--- src/rtl/itdt_pkg.sv ---
// ---------------------------------------------------------------------------
// itdt_pkg: shared types and constants for integer to decimal text
// Character codes, digit width, sequencer states and the command bundle
// passed from the sequencer to the BCD shift unit.
// ---------------------------------------------------------------------------
`timescale 1ns / 1ps
`default_nettype none

package itdt_pkg;

  localparam int CHAR_W  = 6;
  localparam int DIGIT_W = 4;

  localparam logic [CHAR_W-1:0] CHAR_ZERO  = 6'd48;
  localparam logic [CHAR_W-1:0] CHAR_MINUS = 6'd45;
  localparam logic [CHAR_W-1:0] CHAR_NINE  = 6'd57;

  typedef enum logic [2:0] {
    S_IDLE = 3'b001,
    S_CONV = 3'b010,
    S_EMIT = 3'b100
  } state_t;

  typedef struct packed {
    logic load;
    logic dabble;
    logic shift_digit;
  } bcd_cmd_t;

endpackage

`default_nettype wire

--- src/rtl/itdt_bcd_unit.sv ---
// ---------------------------------------------------------------------------
// itdt_bcd_unit: shift-and-add-3 binary to BCD converter
// Takes one magnitude bit per cycle into a BCD register, correcting each
// digit before the shift, then shifts out one digit per cycle, top first.
// ---------------------------------------------------------------------------
`timescale 1ns / 1ps
`default_nettype none

module itdt_bcd_unit
  import itdt_pkg::*;
#(
  parameter int VALUE_WIDTH = 32,
  parameter int NDIG        = 10
) (
  input  wire logic                   clk,
  input  wire bcd_cmd_t               cmd,
  input  wire logic [VALUE_WIDTH-1:0] load_mag,
  output logic      [DIGIT_W-1:0]     top_digit
);

  localparam int BCD_W = NDIG * DIGIT_W;

  logic [BCD_W-1:0]       bcd;
  logic [VALUE_WIDTH-1:0] mag;
  logic [BCD_W-1:0]       corrected;

  always_comb begin
    logic [DIGIT_W-1:0] dig;
    corrected = bcd;
    for (int i = 0; i < NDIG; i++) begin
      dig = bcd[i*DIGIT_W +: DIGIT_W];
      corrected[i*DIGIT_W +: DIGIT_W] = (dig >= 4'd5) ? dig + 4'd3 : dig;
    end
  end

  always_ff @(posedge clk) begin
    if (cmd.load) begin
      bcd <= '0;
      mag <= load_mag;
    end else if (cmd.dabble) begin
      bcd <= {corrected[BCD_W-2:0], mag[VALUE_WIDTH-1]};
      mag <= {mag[VALUE_WIDTH-2:0], 1'b0};
    end else if (cmd.shift_digit) begin
      bcd <= {bcd[BCD_W-DIGIT_W-1:0], {DIGIT_W{1'b0}}};
    end
  end

  assign top_digit = bcd[BCD_W-1 -: DIGIT_W];

endmodule

`default_nettype wire

--- src/rtl/integer_to_decimal_text.sv ---
// ---------------------------------------------------------------------------
// integer_to_decimal_text: signed integer to ASCII decimal characters
// Converts one two's complement value into its decimal text, one character
// per strobe, minus sign first, digits most significant first.
// ---------------------------------------------------------------------------
// Usage:
//   Pulse start with value while busy is low; the item is taken at that edge
//   and busy rises on the next cycle.
//   Characters come out on character/last, each valid for exactly one cycle
//   while strobe is high. last marks the final character of an item.
//   A negative value gives '-' in the cycle after acceptance. Zero gives the
//   single character '0'. The most negative value converts correctly.
// Sequence:
//   busy stays high while the value is converted, one magnitude bit per
//   cycle, and then while its NDIG digits (10 at a width of 32) are shifted
//   out, one BCD digit per cycle with leading zeros dropped. The last character
//   is strobed in the first cycle with busy low; no new item is taken while busy.
// Reset:
//   rst returns the sequencer to idle and clears strobe; nothing is kept
//   between items. Results cannot be held off by the receiver.
// ---------------------------------------------------------------------------
`timescale 1ns / 1ps
`default_nettype none

module integer_to_decimal_text
  import itdt_pkg::*;
#(
  parameter int VALUE_WIDTH = 32
) (
  input  wire logic                          clk,
  input  wire logic                          rst,
  input  wire logic                          start,
  input  wire logic signed [VALUE_WIDTH-1:0] value,
  output logic                               busy,
  output logic                               strobe,
  output logic             [CHAR_W-1:0]      character,
  output logic                               last
);

  localparam int NDIG   = ((VALUE_WIDTH * 1233) >> 12) + 1;
  localparam int BCNT_W = $clog2(VALUE_WIDTH);
  localparam int DCNT_W = $clog2(NDIG);

  state_t                 state;
  state_t                 state_next;
  bcd_cmd_t               cmd;
  logic                   started;
  logic [BCNT_W-1:0]      bcnt;
  logic [DCNT_W-1:0]      dcnt;
  logic [VALUE_WIDTH-1:0] value_u;
  logic                   negative;
  logic [VALUE_WIDTH-1:0] load_mag;
  logic [DIGIT_W-1:0]     top_digit;
  logic                   emit_now;

  assign value_u  = $unsigned(value);
  assign negative = value_u[VALUE_WIDTH-1];
  assign load_mag = negative ? (~value_u) + {{(VALUE_WIDTH-1){1'b0}}, 1'b1} : value_u;
  assign busy     = (state != S_IDLE);

  itdt_bcd_unit #(
    .VALUE_WIDTH(VALUE_WIDTH),
    .NDIG       (NDIG)
  ) u_bcd (
    .clk      (clk),
    .cmd      (cmd),
    .load_mag (load_mag),
    .top_digit(top_digit)
  );

  always_comb begin
    cmd        = '0;
    state_next = state;
    unique case (state)
      S_IDLE: begin
        if (start) begin
          cmd.load   = 1'b1;
          state_next = S_CONV;
        end
      end
      S_CONV: begin
        cmd.dabble = 1'b1;
        if (bcnt == '0) state_next = S_EMIT;
      end
      S_EMIT: begin
        cmd.shift_digit = 1'b1;
        if (dcnt == '0) state_next = S_IDLE;
      end
      default: state_next = S_IDLE;
    endcase
  end

  assign emit_now = (state == S_EMIT) && (started || (top_digit != '0) || (dcnt == '0));

  always_ff @(posedge clk) begin
    if (rst) begin
      state   <= S_IDLE;
      strobe  <= 1'b0;
      started <= 1'b0;
    end else begin
      state  <= state_next;
      strobe <= (cmd.load && negative) || emit_now;
      if (cmd.load) begin
        started <= 1'b0;
      end else if (emit_now) begin
        started <= 1'b1;
      end
    end
  end

  always_ff @(posedge clk) begin
    if (cmd.load) begin
      bcnt      <= BCNT_W'(VALUE_WIDTH - 1);
      dcnt      <= DCNT_W'(NDIG - 1);
      character <= CHAR_MINUS;
      last      <= 1'b0;
    end else begin
      if (cmd.dabble) bcnt <= bcnt - BCNT_W'(1);
      if (cmd.shift_digit) dcnt <= dcnt - DCNT_W'(1);
      if (emit_now) begin
        character <= CHAR_ZERO + {{(CHAR_W-DIGIT_W){1'b0}}, top_digit};
        last      <= (dcnt == '0);
      end
    end
  end

  a_char_range: assert property (@(posedge clk) disable iff (rst)
    strobe |-> (character == CHAR_MINUS) ||
               ((character >= CHAR_ZERO) && (character <= CHAR_NINE)))
    else $error("character out of range");

  a_minus_not_last: assert property (@(posedge clk) disable iff (rst)
    strobe && (character == CHAR_MINUS) |-> !last)
    else $error("minus sign marked last");

  a_accept_busy: assert property (@(posedge clk) disable iff (rst)
    start && !busy |=> busy)
    else $error("accepted item did not raise busy");

  a_last_idle: assert property (@(posedge clk) disable iff (rst)
    strobe && last |-> !busy)
    else $error("last character while still busy");

endmodule

`default_nettype wire

--- config.mk ---
export PLATFORM = sky130hd
export DESIGN_NAME = integer_to_decimal_text
export DESIGN_NICKNAME = d
export VERILOG_FILES = /design/src/rtl/itdt_pkg.sv /design/src/rtl/itdt_bcd_unit.sv /design/src/rtl/integer_to_decimal_text.sv
export SDC_FILE = /design/constraint.sdc
export NUM_CORES = 1
export LEC_CHECK = 0
export BUFFER_PORTS_ARGS = -buffer_cell sky130_fd_sc_hd__buf_2
export CORE_MARGIN = 5
export CORE_UTILIZATION = 55
export CTS_CLUSTER_DIAMETER = 60
export CTS_CLUSTER_SIZE = 12
export DETAILED_ROUTE_END_ITERATION = 8
export PLACE_DENSITY = 0.82
export SLEW_MARGIN = 20
export SYNTH_ARGS = -nofsm -noshare
export SYNTH_HDL_FRONTEND = slang
export SYNTH_HIERARCHICAL = 1
export SYNTH_SLANG_ARGS = --single-unit
--- constraint.sdc ---
create_clock -name clk -period 3.25 [get_ports clk]
set_input_delay 0.325 -clock clk [delete_from_list [all_inputs] [get_ports clk]]
set_output_delay 0.325 -clock clk [all_outputs]
set_load 0.01 [all_outputs]
==> run metrics, run 1 <==
CP max stage cell=inv_2; Clock Skew=around 0.011 ns; part of the cycle the worst path needs=0.7679; final hold vios=0; Crit Path Max Fanout=33; syn avg cell area=just under 10 um^2; # diodes=0; Root Driver=clkbuf_8; worst skew pair latency=between 0.3 and 0.4 ns; Hold Path End=strobe; largest net degree at the start of global routing=47; Overflow after GRT=0; Routed WL=11530 um; CTS buffer count=9; Critical path origin=state[0]; Horiz. Die Dim=110.4 um; Critical R2R Launch=state[0]; Syn Nets=~630; R2R depth=5; RSZ-0062 raised after global routing=false; WP buf/inv=2; Reg2Reg Setup Slack=around 0.75 ns; Core ar.=between 9000 and 10000 um^2; NumNets Final=between 600 and 700; min Tclk post-route=2.496 ns; htree depth=3; Required @ worst endpoint=between 3 and 4 ns; GRT Util Overall=0.1963; global-route wire length before repair=19330 um; CTS clock-pin slew for the worst setup and hold paths=about 0.1 ns; CTS Buffer Depth=2; delay-heaviest family, CP=buffers and inverters; max-cap violations=0; YS warnings=6; gpl congestion=0.8232; postcts setup bufs=0; DR WL/cell=around 16 um; status=finished, final reports clean; Unique masters post-synth=between 50 and 60; # DRC=0; number of vias per cell=around 6.0; power per cell area=398.1 nW/um^2; Max VDD drop=approximately 260 uV; clock sinks=92; Post-synth EDFFs=32; Synth Flop Type=dfxtp_1; layout cells sized above 1=0.1650; Leak=2.035 nW; Slew Limit Headroom=0.3732; Pre-Repair DR Iteration Count=5; register area share after synthesis=0.3902; Crit path arrival time=2.61 ns; drt first-iter violations=between 400 and 500; number of fill cells in the layout=between 800 and 900; Port Buffers=42; CTS tree=done; Setup Viol. Count Final=0; Initial Utilization=0.5642; Rows=36; P&R area growth vs syn=8.288%; Setup crit start kind=flop; DIE AREA=about 12000 um^2; Fin Setup TNS=0 ns; CP max stage delay=0.54 ns; Worst-Margin Slew=around 0.93 ns; vias in the first global route=~4300; CTS resizes=0; #FFs+latches synth=between 90 and 100; Crit. End Element=flop; ANT nets after route=0; hold path cells=2; critical path class=reg2reg; Hold Crit Class=in2reg; Async SR Flop Fraction=0; dpl ws=between 0.5 and 0.6 ns; Mapped Cells=between 500 and 600; DP HPWL=roughly 7900 um; Vias=about 4500; die height=approximately 110 um; Ports=44; hold buffers post-CTS=0; Post-Syn Area=5540 um^2; Slew Viols, Final=0; cells along the critical path=nor3b_1 > nand2_1 > inv_2 > buf_12 > mux2_2; worst reg2reg path endpoint=u_bcd/mag[5]; hold_sp=rst; slack of the critical path=about 0.75 ns; fmax=about 400 MHz; initial antenna violation count=0
-- sequential cells by signal, indices dropped and copies added, names as in the netlist --
signal	count
character	5
started	1
u_bcd/mag	32
u_bcd/bcd	40
strobe	1
dcnt	4
last	1
bcnt	5
state	3
-- report_power, final --
| part | internal [W] | switching [W] | leakage [nW] |
|---|---|---|---|
| combinational | 0.000164 | 0.000194 | 1.15 |
| clock | 0.000305 | 0.000428 | 0.0909 |
| sequential | 0.00127 | 0.0000299 | 0.792 |
-- synthesized netlist by cell type, types with 2 or more instances --
master | count | share of area
a32oi_1 | 9 | 0.014
dfxtp_1 | 60 | 0.22
and3_1 | 2 | 0.0023
nand2_1 | 41 | 0.028
or4_4 | 2 | 0.0041
a211oi_1 | 20 | 0.027
o221ai_1 | 13 | 0.021
or3_1 | 4 | 0.0045
o21ai_0 | 20 | 0.018
mux2_1 | 17 | 0.035
mux2i_1 | 16 | 0.029
nor3b_1 | 19 | 0.026
inv_1 | 31 | 0.021
o311ai_1 | 6 | 0.0095
buf_2 | 13 | 0.012
edfxtp_1 | 32 | 0.17
clkbuf_1 | 10 | 0.0068
a21oi_1 | 36 | 0.033
inv_2 | 2 | 0.0014
nor3_1 | 6 | 0.0054
nand2b_1 | 16 | 0.018
o31ai_1 | 12 | 0.016
nor2b_1 | 2 | 0.0023
o21ai_1 | 12 | 0.011
buf_4 | 10 | 0.014
xnor2_1 | 31 | 0.049
nand4b_1 | 19 | 0.030
o41ai_1 | 4 | 0.0063
or4b_1 | 2 | 0.0036
nand4_1 | 3 | 0.0034
ha_1 | 23 | 0.052
buf_6 | 2 | 0.0041
or4_1 | 2 | 0.0027
nor4_1 | 3 | 0.0034
nor2_1 | 31 | 0.021
nor3b_2 | 4 | 0.0090
nand3_1 | 7 | 0.0063
mux2_2 | 20 | 0.041
-- worst max path at each step --
stage	to	slack, ns	depth (start not counted)
floorplan	u_bcd/mag[25]	0.76	6
global placement	u_bcd/mag[25]	0.55	6
detailed placement	u_bcd/mag[25]	0.50	6
CTS	u_bcd/mag[17]	0.76	5
global route	u_bcd/mag[7]	0.62	5
finish	u_bcd/mag[5]	0.75	5
-- cells in the final DEF, fill, tap and decap left out, types with 13 or more instances in the layout --
cell type	Yosys	routed
nand4b_1	19	19
ha_1	23	23
mux2i_1	16	16
mux2_1	17	17
nand2b_1	16	16
a211oi_1	20	20
edfxtp_1	32	32
nor3b_1	19	18
o21ai_0	20	20
dfxtp_1	60	60
a21oi_1	36	36
nor2_1	31	31
o221ai_1	13	13
nand2_1	41	41
mux2_2	20	20
inv_1	31	30
xnor2_1	31	31
buf_2	13	42
-- per-layer routing --
layer / up-vias / routed length, um / global-route usage
met5: - / 0 / 0
met2: 108 / 5669 / 0.3414
met1: 2147 / 5168 / 0.2418
met4: 0 / 278 / 0.07564
li1: 2176 / - / -
met3: 23 / 415 / 0.03494
-- stage by stage --
stage	power [W]	hold WS, ns	cell area, um^2	utilization	cells
floorplan	0.001574	0.3941	5540	-	576
global placement	0.001662	0.4298	5816	0.5923	723
detailed placement	0.001681	0.4666	5816	0.5923	723
CTS	0.002404	0.1821	6000	0.6110	739
global route	0.002496	0.1896	6000	0.6110	739
finish	0.002389	0.1928	6000	0.6110	739
-- cells by family after synthesis --
family,synth area share
adders and majority gates,0.05194
AOI/OAI and AO/OA,0.1642
DFF,0.3902
buffers and inverters,0.05917
muxes,0.1041
other,0.0006769
and+or+nand+nor,0.1791
xor gates and xnor gates,0.05059
-- layout make-up --
type | count | area [um^2] | area share
inverters | 33 | 123.9 | 0.02065
clock buffers | 10 | 137.6 | 0.02294
repair buffers | 50 | 307.8 | 0.05130
clock inverters | 6 | 46.29 | 0.007716
flip-flops and latches | 92 | 2162 | 0.3604
well taps | 133 | 166.4 | 0.02774
multi-input cells | 415 | 3055 | 0.5093
No activity file was read; power rests on OpenSTA's default activity.
==> run 2: changes to the inputs <==
clock period = 2.3 ns   (was 3.25 ns; I/O delays follow)
==> run metrics, run 2 (same netlist as run 1, synthesis figures left out) <==
clock sinks=between 90 and 100; die height=110.4 um; Crit Path Max Fanout=8; Routed WL=between 10000 and 15000 um; Reg2Reg Setup Slack=around 0.2 ns; Crit path arrival time=2.32 ns; power per cell area=555.0 nW/um^2; WP buf/inv=1; min Tclk post-route=around 2.2 ns; number of vias per cell=around 6.0; most common cell after layout, fill and taps aside=dfxtp_1; vias in the first global route=~4400; P&R area growth vs syn=11.29%; clock network fraction of total power=0.308; Pre-Repair DR Iteration Count=5; DP HPWL=approximately 8500 um; largest net degree at the start of global routing=44; Rows=36; status=finished, final reports clean; hold_ws=0.09310 ns; htree depth=3; CTS buffer count=9; drt first-iter violations=around 320; CTS Buffer Depth=2; Slew Viols, Final=0; Worst-Margin Slew=0.8142 ns; utilization after layout=0.6279; Vias=around 4500; Initial Utilization=0.5642; number of fill cells in the layout=approximately 820; postcts setup bufs=0; Stages on worst setup path=6; R2R depth=6; switch share=0.2790; register share of total power=0.536; Root Driver=clkbuf_8; hold buffers post-CTS=0; # DRC=0; Overflow after GRT=0; critical path class=in2reg; # diodes=0; CP max stage delay=between 0.6 and 0.7 ns; max-cap violations=0; Core ar.=~10000 um^2; Hold Crit Class=in2reg; GRT Util Overall=0.2043; Setup crit start kind=input pin; Crit. End Element=flop; delay-heaviest family, CP=simple AND/OR/NAND/NOR gates; part of the cycle the worst path needs=0.9524; Top Registers=u_bcd/bcd (40), u_bcd/mag (32); max reg flops=40; Required @ worst endpoint=2.43 ns; Max VDD drop=roughly 450 uV; ANT nets after route=0; Slew Limit Headroom=0.4552; PnR Total Power=about 0.0034 W; cells along the critical path=buf_2 > or4_4 > or4b_1 > o31ai_1 > xnor2_1 > mux2_2; worst skew pair latency=0.36 ns; global-route wire length before repair=just over 20000 um; register area=2162 um^2; Internal Power=approximately 0.0025 W; gpl congestion=0.8533; Horiz. Die Dim=approximately 110 um; DR WL/cell=around 16 um; area occupied by multi-input gates=slightly above 3000 um^2; final hold vios=0; layout cells sized above 1=0.1965; NumNets Final=679; Port Buffers=42; Most flops, register=u_bcd/bcd; CTS tree=done; fmax=between 400 and 500 MHz; DIE AREA=between 10000 and 15000 um^2; Comb pwr share=0.155; Clock Skew=about 0.01 ns; hold path cells=2; Setup Viol. Count Final=0; Switch Pwr=approximately 0.00095 W; Fin Setup TNS=0 ns; initial antenna violation count=0; CP max stage cell=or4b_1; RSZ-0062 raised after global routing=false; commonest cells after routing, fill and taps aside=dfxtp_1, buf_2, nand2_1, a21oi_1, edfxtp_1; CTS resizes=0; Leak=about 2.1 nW; Ports=44; CTS clock-pin slew for the worst setup and hold paths=between 0.1 and 0.15 ns
## run 2: layout make-up
type	count	share of cell area
multi-input combinational	415	0.4974
clock inverter	7	0.01055
tap	133	0.02699
inverter	33	0.02009
timing repair buffer	70	0.07427
sequential	92	0.3506
clock buffer	9	0.02009
## run 2: path summary, 6_finish.rpt
| kind | from | end |
|---|---|---|
| max reg2reg | state[1] | u_bcd/bcd[19] |
| max | value[20] | u_bcd/mag[27] |
| min | rst | strobe |
| min reg2reg | character[4] | character[4] |
## run 2: per-stage QoR
step                instances  setup WS [ns]  area [um^2]
floorplan                 576       -0.01882         5558
global placement          743        -0.2101         5977
detailed placement        743        -0.2618         5977
CTS                       759         0.1416         6166
global route              759        0.07062         6166
finish                    759         0.1094         6166
## run 2: power by group through the flow
stage	logic, W	registers [W]	clock network, W
5_1_grt	0.000590	0.00185	0.00115
3_3_place_gp	0.000504	0.00187	0
2_1_floorplan	0.000369	0.00186	0
6_report	0.000532	0.00184	0.00105
3_5_place_dp	0.000530	0.00187	0
4_1_cts	0.000533	0.00184	0.00108
## run 2: routing by layer
layer	routed length (um)	GRT usage	part of all wire	up-vias
li1	-	-	-	2220
met1	5303	0.2552	0.45	2213
met2	6033	0.3700	0.51	84
met3	411	0.03727	0.035	13
met4	131	0.03870	0.011	0
met5	0	0	0	-
